## config.mk

```make
export PLATFORM = sky130hd
export DESIGN_NAME = boxds_ram
export DESIGN_NICKNAME = d
export VERILOG_FILES = /design/src/rtl/core/box_average_downsampler_defines.svh /design/src/rtl/core/boxds_ram.sv
export SDC_FILE = /design/constraint.sdc
export NUM_CORES = 1
export LEC_CHECK = 0
export BUFFER_PORTS_ARGS = -buffer_cell sky130_fd_sc_hd__buf_2
export CORE_UTILIZATION = 45
export DETAILED_ROUTE_END_ITERATION = 10
export GPL_ROUTABILITY_DRIVEN = 0
export PLACE_DENSITY_LB_ADDON = 0.15
export SETUP_SLACK_MARGIN = 0.02
export SLEW_MARGIN = 10
export SYNTH_ARGS = -nofsm -noshare
export SYNTH_HDL_FRONTEND = slang
export SYNTH_SLANG_ARGS = --single-unit
```

## constraint.sdc

```tcl
create_clock -name aclk -period 3.9 [get_ports aclk]
set_input_delay 0.195 -clock aclk [delete_from_list [all_inputs] [get_ports aclk]]
set_output_delay 0.195 -clock aclk [all_outputs]
set_load 0.005 [all_outputs]
```

## src/rtl/core/box_average_downsampler_defines.svh

```systemverilog
// Assertion macros shared by the box average downsampler modules.
// Needs aclk and aresetn in the scope of each use.
`ifndef BOX_AVERAGE_DOWNSAMPLER_DEFINES_SVH
`define BOX_AVERAGE_DOWNSAMPLER_DEFINES_SVH

// Same-cycle implication.
`define BOXDS_ASSERT_IMP(label, ante, cons, msg) \
    label: assert property (@(posedge aclk) disable iff (!aresetn) (ante) |-> (cons)) \
        else $error(msg);

// Next-cycle implication.
`define BOXDS_ASSERT_NXT(label, ante, cons, msg) \
    label: assert property (@(posedge aclk) disable iff (!aresetn) (ante) |=> (cons)) \
        else $error(msg);

`endif

```

## src/rtl/core/boxds_ram.sv

```systemverilog
`timescale 1ns / 1ps
// boxds_ram: simple dual-port synchronous RAM, one write and one read port,
// registered read data. No dependencies.
module boxds_ram #(
    parameter  int WIDTH  = 8,
    parameter  int DEPTH  = 16,
    localparam int ADDR_W = $clog2(DEPTH)
) (
    input  logic              aclk,
    input  logic              wr_en,
    input  logic [ADDR_W-1:0] wr_addr,
    input  logic [WIDTH-1:0]  wr_data,
    input  logic              rd_en,
    input  logic [ADDR_W-1:0] rd_addr,
    output logic [WIDTH-1:0]  rd_data
);

    logic [WIDTH-1:0] mem [DEPTH];

    always_ff @(posedge aclk) begin
        if (wr_en) begin
            mem[wr_addr] <= wr_data;
        end
    end

    always_ff @(posedge aclk) begin
        if (rd_en) begin
            rd_data <= mem[rd_addr];
        end
    end

endmodule

```

==> results of run 1 <==
## cells by family (layout without fill, tap and decap cells)
group	after synthesis	in the layout	synth area share (%)
simple gates	35	35	3.14
mux	32	32	14.8
buf+inv	10	61	1.65
compound gates	16	16	2.30
flops	136	136	78.1
## layer usage
metal	global-route usage, %	routed length (um)	vias up
met5	0	0	-
met4	5.71	30	0
met3	5.69	506	2
met2	27.9	4960	62
met1	26.6	4410	1191
li1	-	-	1059
## placed cells by master, fill, tap and decap left out, types with 3 or more instances in the layout
master	Yosys	final
clkbuf_16	0	17
buf_4	1	3
nand2_1	9	9
clkbuf_1	0	4
a22oi_1	16	16
mux4_2	18	18
nor2_1	13	13
edfxtp_1	136	136
clkinv_2	0	7
mux4_1	14	14
buf_2	3	26
## power groups by stage
stage                     logic [uW]  registers [uW]  clock network (uW)
after global routing             156            1660                1560
after detailed placement         144            1690                   0
after global placement           143            1690                   0
final                            141            1660                1470
after CTS                        144            1660                1500
after floorplan                 83.1            1680                   0
## worst paths after layout
path	endpoint	depth (start not counted)
max reg2reg	rd_data[7]$_DFFE_PP_	3
max	rd_data[5]$_DFFE_PP_	5
min	rd_data[1]$_DFFE_PP_	1
min reg2reg	rd_data[7]$_DFFE_PP_	3
## final cells by class
class	instances	area, um^2
clock buffer	21	440
multi-input combinational	83	1070
clock inverter	11	106
timing repair buffer	29	153
tap	140	175
sequential	136	4080
fill	859	5050
## critical path, delay by kind of cell
family	cells	cell delay, ps
multiplexers	1	600
AND/OR/NAND/NOR	1	80
AO/OA/AOI/OAI	1	200
buffers and inverters	2	930
## through the flow
stage          total power [uW]  setup WS (ps)  util [%]
4_1_cts                    3300           1990      54.4
5_1_grt                    3370           1860      54.4
3_3_place_gp               1830           1540      49.5
6_report                   3270           2020      54.4
3_5_place_dp               1830           1550      49.5
2_1_floorplan              1770           2210         -
## sequential cells by signal, indices dropped and copies added, names as in the netlist
register	count
rd_data	8
mem	128
==> summary.md, run 1 <==
| Metric | Value |
|---|---|
| Layout cell share with drive strength beyond 1 | 27.5% |
| Dpl cell area | roughly 5500 um^2 |
| DIE HEIGHT | roughly 110 um |
| IO Port Bufs | 26 |
| Clk slew on worst S/H paths | approximately 50 ps |
| Run status | complete, no violations |
| TritonCTS Buffers | 17 |
| Largest fanout on the critical path | 20 |
| Clk root buf | clkbuf_16 |
| Post-Syn Area per Cell | roughly 23 um^2 |
| Seq pwr share | 50.7% |
| Hold path start | rd_en |
| Post-CTS Setup Inserts | 0 |
| # H-tree levels | 4 |
| Startpoint types | input port |
| Largest cells by area after synthesis | edfxtp_1, mux4_2, mux4_1 |
| Synthesis-stage register bit count | 136 |
| Clock sink count | ~140 |
| Mapped Cells | ~230 |
| CTS tree | done |
| Reg2reg setup slack | between 2000 and 2500 ps |
| P_int | roughly 2600 uW |
| Gate power share | around 4.3% |
| Sw Ratio | between 10% and 20% |
| Worst Setup End Kind | flip-flop |
| Mapped Nets | roughly 250 |
| CP cell instances | buf_2 -> buf_4 -> mux4_1 -> a22oi_1 -> nand2_1 |
| Post-synthesis sequential area ratio | 78.1% |
| WL/cell | approximately 24 um |
| Post-synth ARST share | 0% |
| Synth Flop Type | edfxtp_1 |
| Psw | 632 uW |
| Post-route ant nets | 0 |
| Critical Path RT | 4050 ps |
| Vias in the first global route | between 2000 and 2500 |
| Crit path kind | input port to flip-flop |
| Arr. time, crit path | 2030 ps |
| Crit. Startpoint | rd_addr[0] |
| Final setup viols | 0 |
| Starting density of the core | between 40% and 50% |
| Number of vias per cell | approximately 5.5 |
| Initial antenna violation count | 0 |
| Worst Tran Pin Value | approximately 1100 ps |
| Fin Hold WS | between 150 and 200 ps |
| Diode count | 0 |
| FMAX | ~530 MHz |
| Via count | roughly 2300 |
| Post-synth EDFFs | roughly 140 |
| Drt initial violations | 174 |
| Worst rel slew slack | approximately 27% |
| Final setup skew | roughly 5.2 ps |
| Max incr delay on CP | about 600 ps |
| Mapped Area | 5230 um^2 |
| Critical path's slowest cell | mux4_1 |
| Synth cell count leaders | edfxtp_1, mux4_2, a22oi_1 |
| Die width | between 100 and 150 um |
| DP Cell Count | 388 |
| PD cells | 542 nW/um^2 |
| Final setup TNS | 0 ps |
| Hold Buf Count CTS | 0 |
| PostCTS Resize Cnt | 0 |
| FP Rows | 38 |
| RR Startpoint | mem[2][7]$_DFFE_PP_ |
| First-pass GRT wire length | 14800 um |
| Total Nets Final | between 200 and 300 |
| Synth warnings | 0 |
| IO Pins | 27 |
| Final instance area | between 6000 and 7000 um^2 |
| Tot GR Track Use | between 10% and 20% |
| Clock share of power | 45.0% |
| Unrepaired setup endpoints after global routing | no |
| Top-area cell type share of the netlist area | between 70 and 80% |
| Max-cap violations | 0 |
| Overflow after GRT | 0 |
| Worst vdd ir | ~0.00031 V |
| # DRC | 0 |
| Non-filler cells, final | 420 |
| Largest area contributor in the netlist | edfxtp_1 |
| Pin count of the biggest net entering global routing | 33 |
| Clock Tree Buf Depth | 2 |
| Netlist cell types | 18 |
| Worst hold path type | input port to flip-flop |
| Area grow syn2layout | 15.3% |
| Routed WL | just under 10000 um |
| Crit path time final | 1880 ps |
| Fin. Hold Viols | 0 |
| Core area | between 10000 and 15000 um^2 |
| Most common cell in the netlist | edfxtp_1 |
| DIE AREA | ~12000 um^2 |
| Slew Viols, Final | 0 |
| Period utilization | between 40% and 50% |
| Pleak | 0.00200 uW |
| Skew-Pair Late Insertion Delay | 400 ps |
| Pre-antenna DRT Iters | 5 |
| HPWL Detailed | a little over 6000 um |
Note: power is estimated with default switching activity, not from simulation.
==> inputs of run 2 (changes only) <==
Clock period 3.9 ns to 1.9 ns, I/O delays scaled along.
==> run 2 against run 1 <==
Effect of this change:
- power is 120% higher
- register-to-register slack worse by 2000 ps
- combinational power is 120% higher
- critical path type is now flip-flop to flip-flop
- wire length is 3.4% lower
- critical endpoint is now rd_data[0]$_DFFE_PP_
- utilization is 2.0 points higher
==> summary.md, run 2 (synthesis results as in run 1) <==
| Metric | Value |
|---|---|
| Worst path bufs/invs | 0 |
| Max reg flops | between 100 and 150 |
| Pre-antenna DRT Iters | 4 |
| # H-tree levels | 4 |
| Worst rel slew slack | between 70% and 80% |
| Pin count of the biggest net entering global routing | 33 |
| # DRC | 0 |
| Hold Buf Count CTS | 0 |
| Crit path kind | flip-flop to flip-flop |
| Arr. time, crit path | approximately 1600 ps |
| DP Cell Count | 406 |
| CP cell instances | mux4_1 -> a22oi_1 -> nand2_1 |
| Pleak | roughly 0.0021 uW |
| First-pass GRT wire length | 14500 um |
| Overflow after GRT | 0 |
| Via count | 2442 |
| Worst Setup End Kind | flip-flop |
| Starting density of the core | approximately 47% |
| Vias in the first global route | between 2000 and 3000 |
| Min-Delay Path Depth | 1 |
| Slew Viols, Final | 0 |
| Final setup skew | approximately 5 ps |
| Area grow syn2layout | 19.6% |
| Delay-heaviest family, CP | multiplexers |
| PD cells | 1130 nW/um^2 |
| Startpoint types | flip-flop |
| Worst vdd ir | slightly above 0.0006 V |
| FP Rows | 38 |
| Unrepaired setup endpoints after global routing | no |
| Routed WL | about 9600 um |
| Drt initial violations | 168 |
| DIE AREA | 12100 um^2 |
| Max incr delay on CP | just over 500 ps |
| Core area | around 11000 um^2 |
| Commonest non-fill, non-tap cell in the layout | edfxtp_1 |
| Post-CTS Setup Inserts | 0 |
| Number of vias per cell | ~5.6 |
| PostCTS Resize Cnt | 0 |
| Final setup TNS | 0 ps |
| Run status | complete, no violations |
| Most frequent cells in the layout | edfxtp_1, buf_2, mux4_2, buf_4, clkbuf_16 |
| Clock sink count | approximately 140 |
| WL/cell | 21.9 um |
| IO Port Bufs | 26 |
| Max-cap violations | 0 |
| Clk slew on worst S/H paths | 60 ps |
| Worst hold path type | input port to flip-flop |
| Total Power | around 7000 uW |
| Post-route ant nets | 0 |
| IO Pins | 27 |
| Largest registers | mem: 128 flops, rd_data: 8 flops |
| FMAX | approximately 670 MHz |
| Critical path's slowest cell | mux4_1 |
| Fillers | 810 |
| R2R cell count | 3 |
| Fin. Hold Viols | 0 |
| Crit path time final | about 1500 ps |
| Clock Tree Buf Depth | 2 |
| Skew-Pair Late Insertion Delay | ~400 ps |
| Biggest register | mem |
| Tot GR Track Use | about 18% |
| HPWL Detailed | roughly 6200 um |
| Worst Tran Pin Value | slightly above 400 ps |
| Largest fanout on the critical path | 1 |
| Critical Path RT | about 2000 ps |
| Diode count | 0 |
| DIE HEIGHT | approximately 110 um |
| Final setup viols | 0 |
| Crit path depth | 3 |
| Clk root buf | clkbuf_16 |
| Initial antenna violation count | 0 |
| Period utilization | 78.5% |
| TritonCTS Buffers | 17 |
| Die width | approximately 110 um |
| CTS tree | done |
| Non-filler cells, final | approximately 440 |
| Layout cell share with drive strength beyond 1 | between 30% and 40% |
| Total Nets Final | about 300 |
==> run 2: changes by cell type in the layout (fill, tap and decap cells not counted) <==
cell | previous run | this run
nor3_2 | 2 | 0
clkinv_4 | 0 | 2
clkbuf_1 | 4 | 1
clkinv_2 | 7 | 2
inv_6 | 0 | 1
buf_12 | 0 | 3
clkinv_1 | 1 | 2
nor3_1 | 2 | 4
clkinvlp_4 | 1 | 2
bufinv_16 | 2 | 4
buf_4 | 3 | 18
==> run 2: layout make-up <==
cell class                 instances  area (um^2)  area share (%)
sequential                       136         4080            65.3
multi-input combinational         83         1060            16.9
clock buffer                      18          429            6.87
timing repair buffer              47          325            5.21
clock inverter                    13          179            2.86
tap                              140          175            2.80
==> run 2: worst reg2reg max path: stages, from the launching register on <==
cell and delay [ps]:
edfxtp_1 350, mux4_1 510, a22oi_1 290, nand2_1 80
==> run 2: final timing paths <==
path,from,to,slack (ps)
setup / recovery,mem[1][0]$_DFFE_PP_,rd_data[0]$_DFFE_PP_,410
hold / removal,rd_en,rd_data[6]$_DFFE_PP_,70
setup reg to reg,mem[1][0]$_DFFE_PP_,rd_data[0]$_DFFE_PP_,410
hold reg to reg,mem[5][3]$_DFFE_PP_,rd_data[3]$_DFFE_PP_,750
==> run 2: report_power, final <==
part           switching, uW  internal, uW
Combinational            170           137
Clock                   1150          2180
Sequential              18.4          3380
Total                   1340          5700
==> run 2: stage by stage <==
step | hold WS [ps] | area [um^2] | utilization, % | setup slack (ps)
floorplan | 194 | 5230 | - | 312
global placement | 487 | 5640 | 50.9 | 234
detailed placement | 486 | 5640 | 50.9 | 238
CTS | 64.1 | 6250 | 56.4 | 379
global route | 60.1 | 6250 | 56.4 | 370
finish | 66.4 | 6250 | 56.4 | 409
==> run 2: metal layers <==
| layer | vias to the layer above | GRT usage (%) | wire length (um) |
|---|---|---|---|
| li1 | 1092 | - | - |
| met1 | 1250 | 24.2 | 4220 |
| met2 | 85 | 27.9 | 4750 |
| met3 | 15 | 4.86 | 447 |
| met4 | 0 | 7.33 | 149 |
| met5 | - | 0 | 0 |
==> inputs of run 3 (changes only) <==
Clock period 1.9 ns to 1.3 ns, I/O delays scaled along.
==> run 3 against run 2 <==
Effect of this change:
- the run now ends with setup timing left
- register-to-register slack lost 540 ps
- via count fell by 0.53%
- sequential power is 46% higher
- highest routed layer unchanged
- largest cell class unchanged
==> summary.md, run 3 (synthesis results as in run 1) <==
| Metric | Value |
|---|---|
| CTS tree | done |
| Area grow syn2layout | 20.7% |
| Worst Setup End Kind | flip-flop |
| Via count | 2429 |
| Crit path kind | flip-flop to flip-flop |
| HPWL Detailed | around 6700 um |
| Total Power | just over 10000 uW |
| Worst vdd ir | 0.000780 V |
| Tot GR Track Use | a little under a fifth |
| RR Startpoint | mem[10][3]$_DFFE_PP_ |
| Arr. time, crit path | approximately 1600 ps |
| Pin count of the biggest net entering global routing | 22 |
| Run status | finished, violations left |
| Largest registers | mem: 128 flops, rd_data: 8 flops |
| Max reg flops | 128 |
| Max-cap violations | 0 |
| Vias in the first global route | around 2500 |
| Diode count | 0 |
| Worst Tran Pin Value | 950 ps |
| Final setup viols | 8 |
| Slew Viols, Final | 0 |
| Clk slew on worst S/H paths | about 60 ps |
| Fin Hold WS | ~27 ps |
| Largest fanout on the critical path | 1 |
| Skew-Pair Late Insertion Delay | 400 ps |
| WL/cell | about 23 um |
| Hold path start | rd_en |
| DIE HEIGHT | 110 um |
| Fin. Hold Viols | 0 |
| IO Port Bufs | 26 |
| DIE AREA | roughly 12000 um^2 |
| Reg2reg setup slack | -130 ps |
| Initial antenna violation count | 0 |
| Routed WL | slightly above 10000 um |
| Clock sink count | roughly 140 |
| Drt initial violations | between 150 and 200 |
| R2R cell count | 3 |
| Most frequent cells in the layout | edfxtp_1, mux4_2, buf_4, buf_2, clkbuf_16 |
| Core area | approximately 11000 um^2 |
| Unrepaired setup endpoints after global routing | yes |
| Final setup skew | about 11 ps |
| Failing checks | setup timing |
| Critical Path RT | roughly 1400 ps |
| # DRC | 0 |
| Total Nets Final | between 300 and 400 |
| Biggest register | mem |
| Die width | approximately 110 um |
| Post-route ant nets | 0 |
| Commonest non-fill, non-tap cell in the layout | edfxtp_1 |
| Worst rel slew slack | 36.4% |
| FMAX | about 700 MHz |
| Clock Tree Buf Depth | 2 |
| Startpoint types | flip-flop |
| Setup slack after layout | -134 ps |
| Crit path time final | around 1400 ps |
| Overflow after GRT | 0 |
| IO Pins | 27 |
| Worst hold endpoint | rd_data[4]$_DFFE_PP_ |
| Starting density of the core | between 40% and 50% |
| Min-Delay Path Depth | 1 |
| # H-tree levels | 4 |
| FP Rows | 38 |
| PD cells | between 1500 and 2000 nW/um^2 |
| Crit Reg-Reg Endpoint | rd_data[3]$_DFFE_PP_ |
| Number of vias per cell | around 5.4 |
| Clk root buf | clkbuf_16 |
| First-pass GRT wire length | ~15000 um |
| Worst hold path type | input port to flip-flop |
| Pre-antenna DRT Iters | 4 |
| TritonCTS Buffers | 17 |
| Pleak | 0.00211 uW |
| Layout cell share with drive strength beyond 1 | a little over two fifths |
| Period utilization | 110% |
==> run 3: critical path, stage by stage, from the launching register on <==
cell and delay [ps]:
edfxtp_1 370, mux4_2 500, a22oi_2 200, nand2_1 100
==> run 3: report_power, final <==
group	internal [uW]	leakage, uW	switching, uW	total (uW)
combinational	228	0.000583	288	515
sequential	4940	0.00124	26.3	4970
clock	3180	0.000291	1680	4860
total	8350	0.00211	1990	10300
==> run 3: area by class of cell <==
class | instances | area, um^2
fillers | 831 | 4770
flip-flops and latches | 136 | 4080
multi-input cells | 83 | 1060
clock buffers | 17 | 425
repair buffers | 56 | 380
clock inverters | 15 | 183
well taps | 140 | 175
==> run 3: through the flow <==
stage               setup slack [ps]  TNS, ps  utilization, %  instance area, um^2  std cells
floorplan                      -31.1     -883               -                 5230        229
global placement                -352    -4490            51.1                 5660        415
detailed placement              -343    -4790            51.1                 5660        415
CTS                             -139     -897            56.9                 6310        447
global route                    -177    -1230            56.9                 6310        447
finish                          -134     -831            56.9                 6310        447
==> run 3: repair_timing <==
| action | CTS | global route |
|---|---|---|
| hold buffers | 0 | 0 |
| gates cloned | 0 | 0 |
| resized for setup | 11 | 2 |
| hold endpoints to repair | 0 | 0 |
| buffers inserted | 0 | 0 |
| endpoints found under the setup margin | 8 | 8 |
| pin swaps | 3 | 1 |
==> run 3: how the worst max path moves through the flow <==
stage / from / to / slack, ps / cells past startpoint
after floorplan: wr_addr[2] / mem[3][0]$_DFFE_PP_ / -30 / 2
after global placement: rd_addr[0] / rd_data[6]$_DFFE_PP_ / -350 / 5
after detailed placement: rd_addr[0] / rd_data[6]$_DFFE_PP_ / -340 / 5
after CTS: mem[11][1]$_DFFE_PP_ / rd_data[1]$_DFFE_PP_ / -140 / 3
after global routing: mem[11][3]$_DFFE_PP_ / rd_data[3]$_DFFE_PP_ / -180 / 3
final: mem[10][3]$_DFFE_PP_ / rd_data[3]$_DFFE_PP_ / -130 / 3
==> run 3: metal layers <==
| metal | wire, um | track usage [%] | vias up |
|---|---|---|---|
| li1 | - | - | 1096 |
| met1 | 4800 | 28.4 | 1257 |
| met2 | 4740 | 27.9 | 71 |
| met3 | 585 | 5.10 | 5 |
| met4 | 63 | 5.52 | 0 |
| met5 | 0 | 0 | - |
