`src/rtl/core/box_average_downsampler_defines.svh`:
```
// Assertion macros shared by the box average downsampler modules.
// Needs aclk and aresetn in the scope of each use.
`ifndef BOX_AVERAGE_DOWNSAMPLER_DEFINES_SVH
`define BOX_AVERAGE_DOWNSAMPLER_DEFINES_SVH

// Same-cycle implication.
`define BOXDS_ASSERT_IMP(label, ante, cons, msg) \
    label: assert property (@(posedge aclk) disable iff (!aresetn) (ante) |-> (cons)) \
        else $error(msg);

// Next-cycle implication.
`define BOXDS_ASSERT_NXT(label, ante, cons, msg) \
    label: assert property (@(posedge aclk) disable iff (!aresetn) (ante) |=> (cons)) \
        else $error(msg);

`endif

```
`src/rtl/core/boxds_pkg.sv`:
```
`timescale 1ns / 1ps
// boxds_pkg: constants, beat payloads and internal control types for the
// box average downsampler. No dependencies.
package boxds_pkg;

    localparam int MAX_WIDTH    = 8192;
    localparam int MAX_CHANNELS = 3;
    localparam int MAX_FACTOR   = 16;
    localparam int HEIGHT_LIMIT = 8192;

    localparam int NUM_LANES  = 3;
    localparam int SAMPLE_W   = 16;
    localparam int DIM_W      = 14;
    localparam int FACT_W     = 5;
    localparam int CHAN_W     = 2;
    localparam int CFG_IDX_W  = 2;
    localparam int CFG_DATA_W = DIM_W;
    localparam int OUT_POS_W  = 13;

    localparam int COL_W  = $clog2(MAX_WIDTH);
    localparam int ROW_W  = $clog2(HEIGHT_LIMIT);
    localparam int DIMC_W = COL_W + 1;
    localparam int DIMR_W = ROW_W + 1;
    localparam int FIF_W  = $clog2(MAX_FACTOR + 1);
    localparam int PSUM_W = SAMPLE_W + $clog2(MAX_FACTOR);
    localparam int PCNT_W = $clog2(MAX_FACTOR + 1);
    localparam int BSUM_W = SAMPLE_W + 2 * $clog2(MAX_FACTOR);
    localparam int BCNT_W = $clog2(MAX_FACTOR * MAX_FACTOR + 1);
    localparam int STEP_W = $clog2(SAMPLE_W + 1);

    localparam logic [DIM_W-1:0]  RST_WIDTH    = DIM_W'(1);
    localparam logic [DIM_W-1:0]  RST_HEIGHT   = DIM_W'(1);
    localparam logic [FACT_W-1:0] RST_FACTOR   = FACT_W'(4);
    localparam logic [CHAN_W-1:0] RST_CHANNELS = CHAN_W'(3);

    typedef enum logic [CFG_IDX_W-1:0] {
        CFG_WIDTH    = 2'd0,
        CFG_HEIGHT   = 2'd1,
        CFG_FACTOR   = 2'd2,
        CFG_CHANNELS = 2'd3
    } cfg_idx_t;

    typedef enum logic [1:0] {
        ST_IDLE,
        ST_MERGE,
        ST_DIV
    } ctrl_state_t;

    typedef struct packed {
        logic [SAMPLE_W-1:0] sample_ch0;
        logic [SAMPLE_W-1:0] sample_ch1;
        logic [SAMPLE_W-1:0] sample_ch2;
        logic                valid_ch0;
        logic                valid_ch1;
        logic                valid_ch2;
    } in_beat_t;

    typedef struct packed {
        logic [OUT_POS_W-1:0] out_col;
        logic [OUT_POS_W-1:0] out_row;
        logic [SAMPLE_W-1:0]  avg_ch0;
        logic [SAMPLE_W-1:0]  avg_ch1;
        logic [SAMPLE_W-1:0]  avg_ch2;
        logic                 frame_last;
    } out_beat_t;

    typedef struct packed {
        logic [DIMC_W-1:0] w_eff;
        logic [DIMR_W-1:0] h_eff;
        logic [FACT_W-1:0] f_eff;
    } geom_t;

    typedef struct packed {
        logic             in_range;
        logic             blk_first;
        logic             col_last;
        logic             band_first;
        logic             row_last;
        logic             frame_last;
        logic [COL_W-1:0] bx;
        logic [ROW_W-1:0] by;
    } pos_info_t;

    typedef struct packed {
        logic [BCNT_W-1:0] cnt;
        logic [BSUM_W-1:0] sum;
    } lane_acc_t;

    typedef lane_acc_t [NUM_LANES-1:0]             acc_word_t;
    typedef logic [NUM_LANES-1:0][BSUM_W-1:0]   bsum_vec_t;
    typedef logic [NUM_LANES-1:0][BCNT_W-1:0]   bcnt_vec_t;
    typedef logic [NUM_LANES-1:0][SAMPLE_W-1:0] avg_vec_t;

endpackage

```
`src/rtl/core/boxds_pos.sv`:
```
`timescale 1ns / 1ps
// boxds_pos: raster position and block bookkeeping for the input stream.
// Depends on boxds_pkg.
module boxds_pos (
    input  logic                  aclk,
    input  logic                  aresetn,
    input  logic                  restart,
    input  logic                  advance,
    input  boxds_pkg::geom_t      geom,
    output boxds_pkg::pos_info_t  info
);

    logic [boxds_pkg::COL_W-1:0] col_reg, col_next;
    logic [boxds_pkg::COL_W-1:0] bx_reg, bx_next;
    logic [boxds_pkg::COL_W-1:0] cbase_reg, cbase_next;
    logic [boxds_pkg::FIF_W-1:0] cif_reg, cif_next;
    logic [boxds_pkg::ROW_W-1:0] row_reg, row_next;
    logic [boxds_pkg::ROW_W-1:0] by_reg, by_next;
    logic [boxds_pkg::ROW_W-1:0] rbase_reg, rbase_next;
    logic [boxds_pkg::FIF_W-1:0] rif_reg, rif_next;

    logic [boxds_pkg::DIMC_W-1:0] cend;
    logic [boxds_pkg::DIMC_W:0]   cend2;
    logic [boxds_pkg::DIMR_W-1:0] rend;
    logic [boxds_pkg::DIMR_W:0]   rend2;
    logic [boxds_pkg::FIF_W-1:0]  fif_last;
    logic col_at_end, row_at_end, cif_at_end, rif_at_end;
    logic col_ok, row_ok;

    always_comb begin
        fif_last   = boxds_pkg::FIF_W'(geom.f_eff - boxds_pkg::FACT_W'(1));
        cend       = boxds_pkg::DIMC_W'(cbase_reg) + boxds_pkg::DIMC_W'(geom.f_eff);
        cend2      = {1'b0, cend} + (boxds_pkg::DIMC_W + 1)'(geom.f_eff);
        rend       = boxds_pkg::DIMR_W'(rbase_reg) + boxds_pkg::DIMR_W'(geom.f_eff);
        rend2      = {1'b0, rend} + (boxds_pkg::DIMR_W + 1)'(geom.f_eff);
        col_at_end = ({1'b0, col_reg} == geom.w_eff - boxds_pkg::DIMC_W'(1));
        row_at_end = ({1'b0, row_reg} == geom.h_eff - boxds_pkg::DIMR_W'(1));
        cif_at_end = (cif_reg == fif_last);
        rif_at_end = (rif_reg == fif_last);
        // A partial block exists only when the image is narrower than one block.
        col_ok     = (cend <= geom.w_eff) || (bx_reg == '0);
        row_ok     = (rend <= geom.h_eff) || (by_reg == '0);

        info.in_range   = col_ok && row_ok;
        info.blk_first  = (cif_reg == '0);
        info.col_last   = cif_at_end || col_at_end;
        info.band_first = (rif_reg == '0);
        info.row_last   = rif_at_end || row_at_end;
        info.frame_last = (cend2 > {1'b0, geom.w_eff}) && (rend2 > {1'b0, geom.h_eff});
        info.bx         = bx_reg;
        info.by         = by_reg;
    end

    always_comb begin
        col_next   = col_reg;
        bx_next    = bx_reg;
        cbase_next = cbase_reg;
        cif_next   = cif_reg;
        row_next   = row_reg;
        by_next    = by_reg;
        rbase_next = rbase_reg;
        rif_next   = rif_reg;
        if (advance) begin
            if (col_at_end) begin
                col_next   = '0;
                bx_next    = '0;
                cbase_next = '0;
                cif_next   = '0;
                if (row_at_end) begin
                    row_next   = '0;
                    by_next    = '0;
                    rbase_next = '0;
                    rif_next   = '0;
                end else begin
                    row_next = row_reg + boxds_pkg::ROW_W'(1);
                    if (rif_at_end) begin
                        rif_next   = '0;
                        by_next    = by_reg + boxds_pkg::ROW_W'(1);
                        rbase_next = rbase_reg + boxds_pkg::ROW_W'(geom.f_eff);
                    end else begin
                        rif_next = rif_reg + boxds_pkg::FIF_W'(1);
                    end
                end
            end else begin
                col_next = col_reg + boxds_pkg::COL_W'(1);
                if (cif_at_end) begin
                    cif_next   = '0;
                    bx_next    = bx_reg + boxds_pkg::COL_W'(1);
                    cbase_next = cbase_reg + boxds_pkg::COL_W'(geom.f_eff);
                end else begin
                    cif_next = cif_reg + boxds_pkg::FIF_W'(1);
                end
            end
        end
    end

    always_ff @(posedge aclk) begin
        if (!aresetn || restart) begin
            col_reg   <= '0;
            bx_reg    <= '0;
            cbase_reg <= '0;
            cif_reg   <= '0;
            row_reg   <= '0;
            by_reg    <= '0;
            rbase_reg <= '0;
            rif_reg   <= '0;
        end else begin
            col_reg   <= col_next;
            bx_reg    <= bx_next;
            cbase_reg <= cbase_next;
            cif_reg   <= cif_next;
            row_reg   <= row_next;
            by_reg    <= by_next;
            rbase_reg <= rbase_next;
            rif_reg   <= rif_next;
        end
    end

endmodule

```
`config.mk`:
```
export PLATFORM = sky130hd
export DESIGN_NAME = boxds_pos
export DESIGN_NICKNAME = d
export VERILOG_FILES = /design/src/rtl/core/box_average_downsampler_defines.svh /design/src/rtl/core/boxds_pkg.sv /design/src/rtl/core/boxds_pos.sv
export SDC_FILE = /design/constraint.sdc
export NUM_CORES = 1
export LEC_CHECK = 0
export BUFFER_PORTS_ARGS = -buffer_cell sky130_fd_sc_hd__buf_2
export CAP_MARGIN = 15
export CORE_MARGIN = 2
export CORE_UTILIZATION = 66
export DETAILED_ROUTE_END_ITERATION = 12
export GPL_TIMING_DRIVEN = 0
export PLACE_DENSITY = 0.87
export SLEW_MARGIN = 25
export SYNTH_ARGS = -nofsm -noshare
export SYNTH_HDL_FRONTEND = slang
export SYNTH_SLANG_ARGS = --single-unit
```
`constraint.sdc`:
```
create_clock -name aclk -period 19.9 [get_ports aclk]
set_input_delay 3.98 -clock aclk [delete_from_list [all_inputs] [get_ports aclk]]
set_output_delay 3.98 -clock aclk [all_outputs]
set_load 0.05 [all_outputs]
```
==> impl_metrics.csv, run 1 <==
group,metric,value,unit
status,status,"finished clean",
synth,yosys_warnings,0,
setup_path,cp_max_fo,5,
grt,grt_pass1_vias,7161,
grt,antenna_found_initial,0,
setup_path,crit_slowest_cell,"a2111oi_1",
power,comb_power_share,0.175,
synth,ys.flop_type,"dfxtp_1",
timing,finalSetupViolCount,0,
timing,fin_crit_sh,0.6560,
timing,timing.setup.tns,0,ns
setup_path,setup.worst_path.start_class,"input port",
cells_and_area,layout.nets,1199,
floorplanning,placement_rows,39,
cts,numCtsBuffers,9,
grt,overflow,0,
cts,htreeDepth,3,
power,total_leakage_power,3.647,nW
cts,cts-root-buf,"clkbuf_16",
placed_design,gp_congestion,0.9435,
cts,cts_resized,0,
drt,vias,7813,
power,p_sw,118.9,uW
setup_path,end_kind,"output pin",
drt,drt_iter0_drc,807,
grt,grt_pass1_wl,34820,microns
drt,dr.pass1.iters,7,
power,power.share.sequential,0.430,
synth,netlist_instances,992,
cts,path_clk_slew,0.06,ns
setup_path,path_buf_inv,2,
cells_and_area,antennaDiodeCount,0,
grt,grt_max_degree,16,
drt,drt_wl_total,20670,microns
floorplanning,io_pins,69,
synth,avgSynthCellArea,7.974,sq um
run,maxCapViolCount,0,
synth,seq_area_frac_synth,0.2227,
timing,fin_crit,13.06,ns
power,p_per_area,47.31,mW/mm^2
timing,hold_viol_final,0,
timing,worstMarginPinSlew,1.094,ns
placed_design,dpl.hpwl,16140,microns
cts,post-cts-setup-buffer-count,0,
drt,wire_per_inst,17.01,microns
setup_path,max_stage_delay,0.87,ns
setup_path,crit_type,"input port to output pin",
timing,holdWs,0.4894,ns
grt,grt_use_total,0.3291,
cts,clockBufferDepth,2,
setup_path,critPathTopFamily,"compound AO/OA/AOI/OAI gates",
synth,syn_nets,1124,
synth,synth_area,0.007910,sq mm
floorplanning,fp.dieW,113.5,microns
synth,ys_ff_latch,88,
timing,skew,0.007127,ns
cells_and_area,fill_cells,901,
cts,cts_tree,"yes",
drt,ant_nets,0,
setup_path,cp_cell_sequence,"buf_2 -> ha_1 -> fa_1 -> a21o_1 -> a21oi_1 -> xnor2_1 -> ha_1 -> a21oi_1 -> a31oi_1 -> o21ai_0 -> or4_1 -> nor3b_1 -> xor2_1 -> ha_1 -> and3_1 -> nand3_1 -> a21oi_1 -> a2111oi_1 -> a311oi_1 -> buf_2",
power,vdd_ir_drop_max,0.05407,mV
power,p_total,411.6,uW
floorplanning,initial_utilization,0.6840,
floorplanning,die-area,0.01288,sq mm
cts,cts_sinks,88,
cells_and_area,areaGrowthSynthToFinish,9.981,%
power,p_clk_frac,0.395,
timing,rsz0062_at_grt,"false",
cells_and_area,drive_above_1_share,0.09795,
setup_path,required,15.92,ns
timing,finalMaxSlewViolations,0,
synth,synthArstFlopShare,0,
floorplanning,core,0.01156,sq mm
timing,fmax,76.60,MHz
placed_design,port_buffers,64,
synth,synth.distinct_cells,73,
synth,synth_edf_count,0,
power,cellInternalPower,292.7,uW
drt,vias_per_cell,6.430,
drt,drc_errors,0,
setup_path,arrival,9.08,ns
floorplanning,fp.dieH,113.5,microns
cts,clk_latency,0.35,ns
min_path,hp-class,"flop to flop",
timing,relSlewSlack,0.2665,
power,switching_share,0.2888,
cts,hold_buffers,0,
cell type report:
type                            instances  area (sq um)  share of cell area
Sequential cell                        88          1762              0.2025
Tap cell                              143         178.9             0.02057
Timing Repair Buffer                   64         320.3             0.03682
Multi-Input combinational cell        798          5737              0.6594
Inverter                               76         285.3             0.03279
Buffer                                 30         133.9             0.01539
Clock buffer                           10         239.0             0.02747
Clock inverter                          6         43.79            0.005034
power groups by stage:
stage / combinational (mW) / clock (mW) / sequential (mW)
floorplan: 0.0493 / 0 / 0.181
global placement: 0.0684 / 0 / 0.181
detailed placement: 0.0702 / 0 / 0.181
CTS: 0.0710 / 0.163 / 0.177
global route: 0.0801 / 0.171 / 0.177
finish: 0.0719 / 0.163 / 0.177
cells in the mapped netlist, types with 5 or more instances:
cell type	n	area, sq um
and4_1	5	43.79
nor2b_1	12	75.07
a22o_1	14	122.6
xnor2_1	55	481.7
xor2_1	47	411.6
nand4_1	31	193.9
a21o_1	18	135.1
nand3_1	45	225.2
dfxtp_1	88	1762
inv_1	75	281.5
o21ai_0	41	205.2
or4_1	23	172.7
clkbuf_1	19	71.32
ha_1	91	1139
buf_2	5	25.02
nand2b_1	5	31.28
nor4b_1	10	87.58
nor2_1	52	195.2
nand2_1	70	262.8
nor3b_1	5	37.54
or3_1	20	125.1
and3_1	19	118.9
a21oi_1	74	370.4
nor3_1	27	135.1
nor4_1	17	106.4
o21a_1	18	135.1
o31ai_1	17	127.6
routing by layer:
metal,track usage,vias to the layer above,routed length (microns)
li1,-,3803,-
met1,0.4687,3680,9432
met2,0.5166,307,9199
met3,0.05207,23,1622
met4,0.09837,0,412
met5,0,-,0
worst min-delay path, cell delays in order (launching register included):
cell	delay, ns
dfxtp_1	0.31
o21ai_0	0.07
a21oi_1	0.06
stage by stage:
| stage | cell area, sq um | utilization | instances | setup slack [ns] |
|---|---|---|---|---|
| floorplan | 7910 | - | 992 | 6.941 |
| global placement | 8409 | 0.7271 | 1199 | 6.635 |
| detailed placement | 8411 | 0.7273 | 1199 | 6.852 |
| CTS | 8693 | 0.7517 | 1215 | 6.845 |
| global route | 8700 | 0.7522 | 1215 | 6.379 |
| finish | 8700 | 0.7522 | 1215 | 6.845 |
placed cells by master (no fill, tap or decap), types with 27 or more instances in the layout:
cell type / netlist / final
inv_1: 75 / 75
ha_1: 91 / 91
nand4_1: 31 / 31
nand3_1: 45 / 45
nor2_1: 52 / 52
o21ai_0: 41 / 41
a21oi_1: 74 / 74
buf_2: 5 / 69
nand2_1: 70 / 70
xnor2_1: 55 / 55
dfxtp_1: 88 / 88
xor2_1: 47 / 47
nor3_1: 27 / 27
final timing paths:
check,startpoint,cells past startpoint,slack [ns],endpoint
worst max register to register,row_reg[6],9,16.82,by_reg[1]
worst min-delay path,cbase_reg[2],2,0.49,cbase_reg[2]
worst max-delay path,geom[0],20,6.84,info[26]
worst min register to register,cbase_reg[2],2,0.49,cbase_reg[2]
kinds of logic (layout without fill, tap and decap cells):
logic type | Yosys count | count (layout) | synth area share
buffers and inverters | 106 | 186 | 0.05299
multiplexers | 4 | 4 | 0.005062
adder cells (fa/ha/maj) | 95 | 95 | 0.1541
flip-flops | 88 | 88 | 0.2227
AND/OR/NAND/NOR | 361 | 361 | 0.2506
XOR/XNOR | 102 | 102 | 0.1129
AO/OA/AOI/OAI | 236 | 236 | 0.2017
Note: power is estimated with default switching activity, not from simulation.
==> run 2, diff against run 1 <==
--- a/config.mk
+++ b/config.mk
@@ -5,13 +5,14 @@
 export SDC_FILE = /design/constraint.sdc
 export NUM_CORES = 1
 export LEC_CHECK = 0
+export ABC_AREA = 1
 export BUFFER_PORTS_ARGS = -buffer_cell sky130_fd_sc_hd__buf_2
 export CAP_MARGIN = 15
 export CORE_MARGIN = 2
-export CORE_UTILIZATION = 66
+export CORE_UTILIZATION = 62
 export DETAILED_ROUTE_END_ITERATION = 12
 export GPL_TIMING_DRIVEN = 0
-export PLACE_DENSITY = 0.87
+export PLACE_DENSITY = 0.82
 export SLEW_MARGIN = 25
 export SYNTH_ARGS = -nofsm -noshare
 export SYNTH_HDL_FRONTEND = slang
==> constraint.sdc (replaced) <==
create_clock -name aclk -period 12.7 [get_ports aclk]
set_input_delay 2.54 -clock aclk [delete_from_list [all_inputs] [get_ports aclk]]
set_output_delay 2.54 -clock aclk [all_outputs]
set_load 0.05 [all_outputs]
==> run 2 against run 1 <==
Against the previous run:
- largest cell class unchanged
- worst setup slack got worse by 3.4 ns
- area after synthesis increased by 7.8%
- sequential cell count unchanged
- clock power is 71% higher
- routed wire length up 5.7%
- sequential share of layout area is 1.5 points lower
- utilization is 4.8 points lower
==> impl_metrics.csv, run 2 <==
group,metric,value,unit
drt,drt_wl_total,21840,microns
setup_path,crit_top_cell,"nand2_1",
timing,holdWs,0.4854,ns
drt,drt_iter0_drc,662,
timing,skew,0.009418,ns
cts,htreeDepth,3,
synth,synth.distinct_cells,51,
synth,synth_top_area_frac,0.2065,
synth,syn_nets,1451,
timing,fin_crit_sh,0.7273,
cts,cts-root-buf,"clkbuf_16",
cts,cts_tree,"yes",
synth,netlist_instances,1319,
cts,clockBufferDepth,2,
setup_path,crit_slowest_cell,"fa_1",
grt,grt_pass1_vias,7682,
drt,dr.pass1.iters,6,
setup_path,critPathTopFamily,"adder cells",
synth,synthArstFlopShare,0,
timing,timing.setup.tns,0,ns
synth,ys.flop_type,"dfxtp_1",
power,p_per_area,72.18,mW/mm^2
cells_and_area,antennaDiodeCount,0,
grt,antenna_found_initial,0,
setup_path,end_kind,"output pin",
status,status,"finished clean",
synth,synth_edf_count,0,
cts,cts_resized,0,
cells_and_area,seqCellArea,0.001762,sq mm
setup_path,max_stage_delay,0.41,ns
timing,rsz0062_at_grt,"false",
cells_and_area,design_area,0.009394,sq mm
floorplanning,fp.dieH,121.3,microns
setup_path,setup.worst_path.start_class,"input port",
timing,fmax,108.3,MHz
synth,synth.most_common_cell,"nand2_1",
grt,use_met3,0.04652,
placed_design,dpl.hpwl,17200,microns
grt,overflow,0,
synth,avgSynthCellArea,6.467,sq um
setup_path,reg2reg_slack,10.33,ns
synth,ys_ff_latch,88,
setup_path,arrival,6.70,ns
power,vdd_ir_drop_max,0.06135,mV
grt,met2_usage,0.4821,
synth,synth_common_cells,"nand2_1 (298), inv_1 (182), nor2_1 (146), nand3_1 (115), ha_1 (91)",
grt,grt_busiest_layer,"met2",
cts,clk_latency,0.35,ns
floorplanning,placement_rows,42,
drt,ant_nets,0,
cells_and_area,areaGrowthSynthToFinish,10.14,%
setup_path,crit_type,"input port to output pin",
drt,vias_per_cell,5.550,
setup_path,required,10.16,ns
placed_design,port_buffers,68,
power,total_leakage_power,4.320,nW
cells_and_area,final_cells,1578,
timing,hold_viol_final,0,
synth,synth_top_cell_by_area,"dfxtp_1",
placed_design,place_area,0.009090,sq mm
cts,path_clk_slew,0.07,ns
timing,relSlewSlack,0.4146,
timing,worstMarginPinSlew,0.8749,ns
synth,synth_area_leaders,"dfxtp_1 (21%), ha_1 (13%), nand2_1 (13%)",
floorplanning,io_pins,69,
setup_path,cp_max_fo,5,
cts,hold_buffers,0,
grt,grt_max_degree,16,
placed_design,gp_congestion,0.9170,
cells_and_area,layout_common_cells,"nand2_1 (298), inv_1 (182), nor2_1 (146)",
cts,cts_sinks,88,
floorplanning,initial_utilization,0.6390,
setup_path,cp_cell_sequence,"buf_2 -> ha_1 -> fa_1 -> nand3_1 -> nand2_1 -> xnor2_1 -> inv_1 -> ha_1 -> nand2_1 -> o21ai_0 -> nand3_1 -> nor2_1 -> nand2_1 -> nor2_1 -> nand2_1 -> o21bai_1 -> ha_1 -> nand3_1 -> inv_1 -> a221oi_1 -> o31ai_1 -> nand2_1 -> nor2_1 -> buf_2",
grt,grt_use_total,0.3041,
min_path,hp-class,"flop to flop",
synth,seq_area_frac_synth,0.2065,
cells_and_area,multi_input_area,0.005971,sq mm
synth,yosys_warnings,0,
cells_and_area,fill_cells,1214,
placed_design,placedCellCount,1563,
cells_and_area,final_common_cell,"nand2_1",
cells_and_area,drive_above_1_share,0.09415,
synth,synth_area,0.008529,sq mm
timing,finalMaxSlewViolations,0,
drt,vias,8758,
drt,wire_per_inst,13.84,microns
grt,grt_pass1_wl,36140,microns
run,maxCapViolCount,0,
timing,finalSetupViolCount,0,
cts,numCtsBuffers,9,
power,p_total,678.0,uW
grt,grtUsageMet1,0.4319,
cells_and_area,layout.nets,1530,
cts,post-cts-setup-buffer-count,0,
floorplanning,core,0.01335,sq mm
floorplanning,die-area,0.01471,sq mm
timing,fin_crit,9.237,ns
drt,drc_errors,0,
setup_path,path_buf_inv,4,
floorplanning,fp.dieW,121.3,microns
[run 2: changes by cell type after synthesis, moves of 15 or more]
cell,delta
and3_1,-18
or3_1,-20
nand3_1,+70
inv_1,+107
or4_1,-23
nand2_1,+228
xor2_1,+24
xnor2_1,-36
a21o_1,-16
clkbuf_1,-15
nor2_1,+94
o21a_1,-17
[run 2: kinds of logic after synthesis]
kind of cell / share of synthesized area
DFF: 0.2065
buffers and inverters: 0.09344
AOI/OAI and AO/OA: 0.1042
and+or+nand+nor: 0.3606
xor gates and xnor gates: 0.09242
adders and majority gates: 0.1429
[run 2: final cells by class]
| class | instances | area share |
|---|---|---|
| Multi-Input combinational cell | 1026 | 0.6356 |
| Sequential cell | 88 | 0.1875 |
| Inverter | 189 | 0.07552 |
| Timing Repair Buffer | 68 | 0.03623 |
| Clock buffer | 10 | 0.02544 |
| Tap cell | 176 | 0.02344 |
| Buffer | 16 | 0.009323 |
| Clock inverter | 5 | 0.006926 |
[run 2: worst paths after layout]
| kind | startpoint | to | cells past startpoint |
|---|---|---|---|
| max | geom[0] | info[26] | 24 |
| min | cbase_reg[2] | cbase_reg[2] | 2 |
| max reg2reg | col_reg[1] | cbase_reg[2] | 13 |
| min reg2reg | cbase_reg[2] | cbase_reg[2] | 2 |
[run 2: per-stage QoR]
step           setup slack, ns    util
2_1_floorplan            4.136       -
3_3_place_gp             3.577  0.6810
3_5_place_dp             3.575  0.6810
4_1_cts                  3.520  0.7038
5_1_grt                  3.291  0.7038
6_report                 3.463  0.7038
[run 2: routing by layer]
layer,routed length (microns),part of all wire
met5,0,0
met4,349,0.016
met3,1395,0.064
met2,9652,0.44
met1,10440,0.48
[run 2: tightest hold or removal path: stages, from the launching register on]
cell,delay (ns)
dfxtp_1,0.32
nand2_1,0.06
a21oi_1,0.05
[run 2: where the power goes]
part / switching, mW / total (mW) / internal, mW / leakage, nW
clock: 0.119 / 0.278 / 0.159 / 0.150
sequential: 0.000662 / 0.277 / 0.276 / 0.709
combinational: 0.0797 / 0.124 / 0.0438 / 3.46
total: 0.199 / 0.678 / 0.479 / 4.32
